**src/rtl/kpd_pkg.sv**
```systemverilog
// ----------------------------------------------------------------------------
// key press dimmer control package
// register indexes, codes and constants of the dimmer controller
// ----------------------------------------------------------------------------
package kpd_pkg;

  localparam int unsigned DUTY_W   = 16;
  localparam int unsigned COUNT_W  = 8;
  localparam int unsigned CFG_IDX_W = 2;
  localparam int unsigned OUT_W    = 40;

  localparam logic [COUNT_W-1:0] HOLD_MAX = 8'd250;

  localparam logic [DUTY_W-1:0]  DUTY_STEP_RST      = 16'd10;
  localparam logic [DUTY_W-1:0]  DUTY_TOTAL_RST     = 16'd100;
  localparam logic [COUNT_W-1:0] PRESCALE_LIMIT_RST = 8'd5;
  localparam logic [COUNT_W-1:0] LONG_THRESHOLD_RST = 8'd20;

  typedef enum logic [CFG_IDX_W-1:0] {
    REG_DUTY_STEP      = 2'd0,
    REG_DUTY_TOTAL     = 2'd1,
    REG_PRESCALE_LIMIT = 2'd2,
    REG_LONG_THRESHOLD = 2'd3
  } cfg_reg_t;

  typedef enum logic [1:0] {
    MODE_OFF  = 2'd0,
    MODE_A    = 2'd1,
    MODE_B    = 2'd2,
    MODE_BOTH = 2'd3
  } light_mode_t;

  typedef enum logic [1:0] {
    EV_NONE  = 2'd0,
    EV_LONG  = 2'd1,
    EV_SHORT = 2'd2
  } press_event_t;

endpackage

```
**src/rtl/key_press_dimmer_control_unit.sv**
```systemverilog
// ----------------------------------------------------------------------------
// key press dimmer control unit
// short and long key press detection driving a two channel dimmer
// ----------------------------------------------------------------------------
// usage:
//   s_axis carries one timer tick per item, tdata bit 0 is the key level.
//   m_axis returns one item per tick: both duties, the light mode and the
//   press event fired on that tick.
//   cfg writes one of four registers by index; cfg_ready is always high and
//   writes are meant only while no tick is in flight.
// timing:
//   the result of an accepted tick is registered straight into the output
//   register; one tick per cycle unless m_axis stalls, set by the single pass
//   of next-state logic between the state registers and the output register.
// reset:
//   rst clears all key state, the mode and both duties, loads the register
//   defaults and empties the output register.
// stall:
//   the output register holds its item while m_axis_tready is low; a new
//   tick is taken in the same cycle the held item leaves.
// ----------------------------------------------------------------------------
module key_press_dimmer_control_unit (
  input  logic                                clk,
  input  logic                                rst,
  input  logic                                s_axis_tvalid,
  output logic                                s_axis_tready,
  input  logic [7:0]                          s_axis_tdata,   // key_down
  output logic                                m_axis_tvalid,
  input  logic                                m_axis_tready,
  // duty_a, duty_b, light_mode, press_event
  output logic [kpd_pkg::OUT_W-1:0]           m_axis_tdata,
  input  logic                                cfg_valid,
  output logic                                cfg_ready,
  input  logic [kpd_pkg::CFG_IDX_W-1:0]       cfg_index,
  input  logic [kpd_pkg::DUTY_W-1:0]          cfg_data
);
  import kpd_pkg::*;

  logic [DUTY_W-1:0]  duty_step;
  logic [DUTY_W-1:0]  duty_total;
  logic [COUNT_W-1:0] prescale_limit;
  logic [COUNT_W-1:0] long_threshold;

  logic [COUNT_W-1:0] prescale_count, prescale_count_next;
  logic [COUNT_W-1:0] hold_count, hold_count_next;
  logic               held_last, held_last_next;
  logic               long_seen, long_seen_next;
  logic               short_pending, short_pending_next;
  light_mode_t        mode_reg, mode_reg_next;
  logic [DUTY_W-1:0]  duty_a_reg, duty_a_reg_next;
  logic [DUTY_W-1:0]  duty_b_reg, duty_b_reg_next;
  press_event_t       press_event;

  logic               in_accept;
  logic               key_down;
  logic               prescale_wrap;
  logic [COUNT_W-1:0] hold_count_tick;
  logic [DUTY_W-1:0]  step_in;
  logic [DUTY_W:0]    step_sum;
  logic [DUTY_W-1:0]  step_out;
  light_mode_t        mode_inc;
  logic [DUTY_W-1:0]  seed_a;
  logic [DUTY_W-1:0]  seed_b;
  logic [DUTY_W-1:0]  seed_max;

  logic [DUTY_W-1:0]  out_duty_a;
  logic [DUTY_W-1:0]  out_duty_b;
  light_mode_t        out_mode;
  press_event_t       out_event;

  assign cfg_ready     = 1'b1;
  assign s_axis_tready = !m_axis_tvalid || m_axis_tready;
  assign in_accept     = s_axis_tvalid && s_axis_tready;
  assign key_down      = s_axis_tdata[0];

  always_ff @(posedge clk) begin
    if (rst) begin
      duty_step      <= DUTY_STEP_RST;
      duty_total     <= DUTY_TOTAL_RST;
      prescale_limit <= PRESCALE_LIMIT_RST;
      long_threshold <= LONG_THRESHOLD_RST;
    end else if (cfg_valid) begin
      unique case (cfg_reg_t'(cfg_index))
        REG_DUTY_STEP:      duty_step      <= cfg_data;
        REG_DUTY_TOTAL:     duty_total     <= cfg_data;
        REG_PRESCALE_LIMIT: prescale_limit <= cfg_data[COUNT_W-1:0];
        REG_LONG_THRESHOLD: long_threshold <= cfg_data[COUNT_W-1:0];
        default: ;
      endcase
    end
  end

  // prescaler and hold counter
  always_comb begin
    prescale_wrap   = prescale_count >= prescale_limit;
    hold_count_tick = hold_count;
    if (prescale_wrap && held_last && !long_seen && hold_count < HOLD_MAX) begin
      hold_count_tick = hold_count + COUNT_W'(1);
    end
    prescale_count_next = (prescale_wrap ? '0 : prescale_count) + COUNT_W'(1);
  end

  // shared step adder, full width sum before the compare
  always_comb begin
    step_in  = (mode_reg == MODE_B) ? duty_b_reg : duty_a_reg;
    step_sum = {1'b0, step_in} + {1'b0, duty_step};
    step_out = (step_sum > {1'b0, duty_total}) ? duty_step : step_sum[DUTY_W-1:0];
  end

  // short press seeds
  always_comb begin
    mode_inc = light_mode_t'(mode_reg + 2'd1);
    seed_a   = (duty_a_reg == '0) ? duty_step : duty_a_reg;
    seed_b   = (duty_b_reg == '0) ? duty_step : duty_b_reg;
    seed_max = (seed_a < seed_b) ? seed_b : seed_a;
  end

  always_comb begin
    hold_count_next    = hold_count_tick;
    held_last_next     = held_last;
    long_seen_next     = long_seen;
    short_pending_next = short_pending;
    mode_reg_next      = mode_reg;
    duty_a_reg_next    = duty_a_reg;
    duty_b_reg_next    = duty_b_reg;
    press_event        = EV_NONE;
    if (key_down) begin
      held_last_next = 1'b1;
      if (!long_seen) begin
        if (hold_count_tick > long_threshold) begin
          long_seen_next     = 1'b1;
          short_pending_next = 1'b0;
          press_event        = EV_LONG;
          unique case (mode_reg)
            MODE_A: duty_a_reg_next = step_out;
            MODE_B: duty_b_reg_next = step_out;
            MODE_BOTH: begin
              duty_a_reg_next = step_out;
              duty_b_reg_next = step_out;
            end
            default: ;
          endcase
        end else begin
          short_pending_next = 1'b1;
        end
      end
    end else begin
      held_last_next  = 1'b0;
      long_seen_next  = 1'b0;
      hold_count_next = '0;
      if (short_pending) begin
        short_pending_next = 1'b0;
        press_event        = EV_SHORT;
        mode_reg_next      = mode_inc;
        unique case (mode_inc)
          MODE_OFF: begin
            duty_a_reg_next = '0;
            duty_b_reg_next = '0;
          end
          MODE_A: duty_a_reg_next = seed_a;
          MODE_B: duty_b_reg_next = seed_b;
          MODE_BOTH: begin
            duty_a_reg_next = seed_max;
            duty_b_reg_next = seed_max;
          end
          default: ;
        endcase
      end
    end
  end

  always_ff @(posedge clk) begin
    if (rst) begin
      prescale_count <= '0;
      hold_count     <= '0;
      held_last      <= 1'b0;
      long_seen      <= 1'b0;
      short_pending  <= 1'b0;
      mode_reg       <= MODE_OFF;
      duty_a_reg     <= '0;
      duty_b_reg     <= '0;
    end else if (in_accept) begin
      prescale_count <= prescale_count_next;
      hold_count     <= hold_count_next;
      held_last      <= held_last_next;
      long_seen      <= long_seen_next;
      short_pending  <= short_pending_next;
      mode_reg       <= mode_reg_next;
      duty_a_reg     <= duty_a_reg_next;
      duty_b_reg     <= duty_b_reg_next;
    end
  end

  // output register
  always_ff @(posedge clk) begin
    if (rst) begin
      m_axis_tvalid <= 1'b0;
    end else if (in_accept) begin
      m_axis_tvalid <= 1'b1;
    end else if (m_axis_tready) begin
      m_axis_tvalid <= 1'b0;
    end
  end

  always_ff @(posedge clk) begin
    if (in_accept) begin
      out_duty_a <= duty_a_reg_next;
      out_duty_b <= duty_b_reg_next;
      out_mode   <= mode_reg_next;
      out_event  <= press_event;
    end
  end

  assign m_axis_tdata = {4'b0, out_event, out_mode, out_duty_b, out_duty_a};

endmodule

```
**config.mk**
```make
export PLATFORM = sky130hd
export DESIGN_NAME = key_press_dimmer_control_unit
export DESIGN_NICKNAME = d
export VERILOG_FILES = /design/src/rtl/kpd_pkg.sv /design/src/rtl/key_press_dimmer_control_unit.sv
export SDC_FILE = /design/constraint.sdc
export NUM_CORES = 1
export LEC_CHECK = 0
export BUFFER_PORTS_ARGS = -buffer_cell sky130_fd_sc_hd__buf_2
export CAP_MARGIN = 20
export CORE_MARGIN = 8
export CORE_UTILIZATION = 53
export DETAILED_ROUTE_END_ITERATION = 12
export PLACE_DENSITY = 0.75
export SLEW_MARGIN = 20
export SYNTH_ARGS = -nofsm -noshare
export SYNTH_HDL_FRONTEND = slang
export SYNTH_SLANG_ARGS = --single-unit
```
**constraint.sdc**
```tcl
create_clock -name clk -period 6 [get_ports clk]
set_input_delay 0 -clock clk [delete_from_list [all_inputs] [get_ports clk]]
set_output_delay 0 -clock clk [all_outputs]
set_load 0.005 [all_outputs]
```
==> impl_summary.md <==
Outcome
The run finished with clean final reports.

Layout
The most common library cell in the layout ignoring fill and taps is sky130_fd_sc_hd__nand2_1. 0 antenna diodes ended up in the layout. The library cells used most frequently in the layout, excluding fill and tap cells, are sky130_fd_sc_hd__nand2_1 (162), sky130_fd_sc_hd__a21oi_1 (119), sky130_fd_sc_hd__dfxtp_1 (102), sky130_fd_sc_hd__nor2_1 (80), sky130_fd_sc_hd__ha_1 (70).

The count of cells in the finished layout, fillers not included, comes to roughly 1,400. After the last flow step, the layout net total stands at 1,291. The area growth from synthesis to layout is 12.7%.

The number of fill cells in the layout is roughly 1,500. Once layout is done, the placed cells without fillers occupy around 11,000 sq um. The area occupied by registers is approximately 3100 sq um. The share of layout cells above drive strength 1 is 12.5%. Once layout is complete, the utilization of the core stands at 61.2%. Summing all multi-input logic gate instances after layout gives 5810 sq um.

Worst setup path
The slowest stage of the critical path belongs to the cell sky130_fd_sc_hd__mux2_2. The arrival time of the worst setup path is ~5.8 ns. The delay contributed by the slowest stage of the critical path is 0.39 ns.

The worst setup path is captured at a register. The classification of the worst setup path is reg2reg. On the critical path the largest part of the delay comes from compound AO/OA/AOI/OAI gates. The critical path contains buffers and inverters numbering 2 combined. The kind of launch point of the worst setup path is a register.

The setup slack of the worst register-to-register path is ~0.37 ns. Of all nets on the critical path, the largest fanout is 19. The number of cells traversed by the worst register-to-register path is 20. Traced cell by cell, the critical path runs through inv_1 -> ha_1 -> mux2_2 -> ha_1 -> o21ai_0 -> a21boi_1 -> o22ai_2 -> o211ai_1 -> o21ai_0 -> xnor2_1 -> ha_1 -> a21o_1 -> a21oi_1 -> or3b_1 -> o31ai_2 -> and2_1 -> buf_12 -> mux2_2 -> o21ai_0 -> nand2_1. The startpoint identified for the worst register-to-register timing path is mode_reg[0]. STA puts the critical path data required time at between 6 and 7 ns.

The worst register-to-register path ends at out_duty_b[6].

Drt
Once detail routing completed, the nets flagged for antenna violations numbered 0. The routed length on met2 is 12,000 um. Summed over all nets, wire length on met3 after detailed routing comes to 2860 um. The uppermost signal routing layer after detailed routing is met4. For this block, the via count after detailed routing is 9,016. The number of iterations in the first detailed-routing pass is 6. Dividing the detail-routed wire length by the instance count gives between 15 and 20 um. In the routed layout, each cell is associated on average with a via count of 6.32. The number of DRC markers after the initial detailed-route iteration is approximately 950. Wires add up to roughly 27,000 um. After detailed routing, the number of remaining DRC violations is 0. After detailed routing, the wire length on met1 is ~12,000 um.

Pwr
Dividing total power by cell area gives a power density of about 260 nW/um^2. The peak supply drop is 0.229 mV. The static leakage is 4.38 nW. After layout, the design draws a total of 2.79 mW.

Floorplanning
Measured along the x axis, the die boundary spans ~150 um. The initial cell density of the core is 54.3%. between 70 and 80 I/O pins were placed. The die footprint is between 20,000 and 25,000 sq um. The number of placement rows is 48. The floorplan step defined a core boundary enclosing ~17,000 sq um. From bottom edge to top edge, the die measures between 100 and 150 um.

Worst hold path
The startpoint identified for the worst hold timing path is cfg_index[1]. Along the worst hold path, the cell count comes to 4. The path with the worst hold slack has its endpoint at duty_step[7]. The kind of path behind the tightest hold check is in2reg.

Placed design
After detailed placement, the total cell area comes to slightly below 10,000 sq um. The number of I/O port buffers is 61. The placer's final routability congestion estimate is 0.944. The placed cell count is approximately 1,400. The pre-CTS setup slack is ~0.36 ns.

The HPWL after detailed placement is 18,800 um.

Timing
The final critical delay including setup and external delays is 5.63 ns. Setup repair after global routing left no endpoint under its margin. The relative slew slack is around 17%. The number of setup violations in the final report is 0. In the final timing run, aggregate negative setup slack is 0 ns. The max-slew violation count is 0. On the final layout, the worst clock skew is approximately 0.011 ns. The count of endpoints failing hold in the final timing report is 0.

Dividing the final minimum period by the clock period gives 93.8%. The worst hold slack across all endpoints is ~0.018 ns. For the pin with the worst max-slew slack, the measured transition is 1.24 ns.

In the post-route analysis, the smallest setup slack over all paths is between 0.3 and 0.4 ns. Static timing analysis puts the maximum clock frequency at about 180 MHz.

CTS
The clock slew seen by the registers of the worst setup and hold paths is roughly 0.07 ns. Post-CTS timing repair inserted 0 buffers for setup. The number of clock sinks is 138.

The clock buffer count from CTS is 17. The maximum clock path buffer count is 2. The number of H-tree levels is 4. The TritonCTS clock tree is done.

CTS placed an instance of sky130_fd_sc_hd__clkbuf_16 at the clock tree root. The clock insertion delay at the later pin of the skew report is roughly 0.43 ns.

GRT
The initial antenna violation count is 0. The total congestion overflow after global routing is 0. Entering global routing, the biggest net connects between 100 and 150 pins. The aggregate global-route resource usage is roughly 25%. The number of global-route vias before repair is between 8,000 and 9,000. The first-pass GRT wire length is 44,000 um.

Synthesis
The number of register bits inferred by synthesis is 138. After synthesis, the largest family of logic cells by area is compound AO/OA/AOI/OAI gates. The cell area after technology mapping is about 9400 sq um.

After synthesis, the netlist uses 73 different library cells. Synthesis handed over a netlist of 1,146 instances. The simple-gate portion of the synthesized area is 17.6%.

The share of the Yosys chip area taken by registers is approximately a third. Yosys printed 0 warnings. The post-synthesis adder-cell area fraction is about 9.7%.

The synthesized netlist devotes 27.8% of its cell area to compound gates. The portion of synthesized area spent on multiplexers is about 4.5%. In this run, synthesis inferred 36 flip-flops with an integrated enable. The most used flip-flop cell after synthesis is sky130_fd_sc_hd__dfxtp_1. For this run, asynchronously set or reset flops after synthesis account for 0%. After synthesis, the mean cell area works out to 8.20 sq um. The synthesized netlist devotes 1.77% of its cell area to XOR and XNOR gates.

Flow run
The reported max-cap violation count is 0.
metal layers:
metal | up-vias | global-route usage [%]
met5 | - | 0
met4 | 0 | 12.0
met3 | 78 | 6.43
met2 | 467 | 38.1
met1 | 4167 | 31.1
li1 | 4304 | -
cell families after synthesis:
logic type,after synthesis
mux,39
simple gates,362
flops,138
xor+xnor,19
other cells,2
compound gates,391
fa+ha+maj,72
buf+inv,123
tightest hold or removal path: cells and delay by family:
family	cells	cell delay, ns
simple gates	2	0.21
buf+inv	1	0.13
compound gates	1	0.05
final cells by class:
cell class,count,share of cell area [%]
multi-input combinational,888,54.8
tap,225,2.66
clock buffer,17,4.02
sequential,138,29.5
clock inverter,15,1.43
inverter,49,1.75
timing repair buffer,94,5.84
synth_stat cells, types with 14 or more instances:
master	n	share of area, %
sky130_fd_sc_hd__a211oi_1	26	2.1
sky130_fd_sc_hd__a21o_1	40	3.2
sky130_fd_sc_hd__a21oi_1	119	6.3
sky130_fd_sc_hd__a311oi_1	28	2.6
sky130_fd_sc_hd__clkbuf_1	57	2.3
sky130_fd_sc_hd__dfxtp_1	102	22
sky130_fd_sc_hd__edfxtp_1	36	12
sky130_fd_sc_hd__ha_1	71	9.5
sky130_fd_sc_hd__inv_1	49	2.0
sky130_fd_sc_hd__mux2_2	24	2.9
sky130_fd_sc_hd__mux2i_1	14	1.5
sky130_fd_sc_hd__nand2_1	162	6.5
sky130_fd_sc_hd__nand3_1	22	1.2
sky130_fd_sc_hd__nor2_1	81	3.2
sky130_fd_sc_hd__o21a_1	14	1.1
sky130_fd_sc_hd__o21ai_0	50	2.7
sky130_fd_sc_hd__o21ai_1	25	1.3
sky130_fd_sc_hd__o31ai_1	17	1.4
sky130_fd_sc_hd__xnor2_1	15	1.4
report_power, final:
part | switching (mW) | total, mW | internal (mW)
logic | 0.427 | 0.690 | 0.264
registers | 0.0548 | 1.07 | 1.01
clock network | 0.480 | 1.03 | 0.555
repair_timing:
item / 4_1_cts / 5_1_grt
resized for setup: 0 / 1
hold buffers: 20 / 0
setup endpoints to repair: 0 / 11
hold endpoints to repair: 49 / 0
how the worst max path moves through the flow:
stage                     start             to  slack (ns)  cells after the start
global placement    mode_reg[0]  out_duty_a[8]        0.54                     21
finish              mode_reg[0]  out_duty_b[6]        0.37                     20
detailed placement  mode_reg[0]  out_duty_a[6]        0.36                     22
floorplan           mode_reg[0]  out_duty_a[8]        0.87                     23
CTS                 mode_reg[0]  out_duty_b[6]        0.31                     22
global route        mode_reg[0]  out_duty_b[6]        0.02                     22
Power figures use the tool's default switching activity.
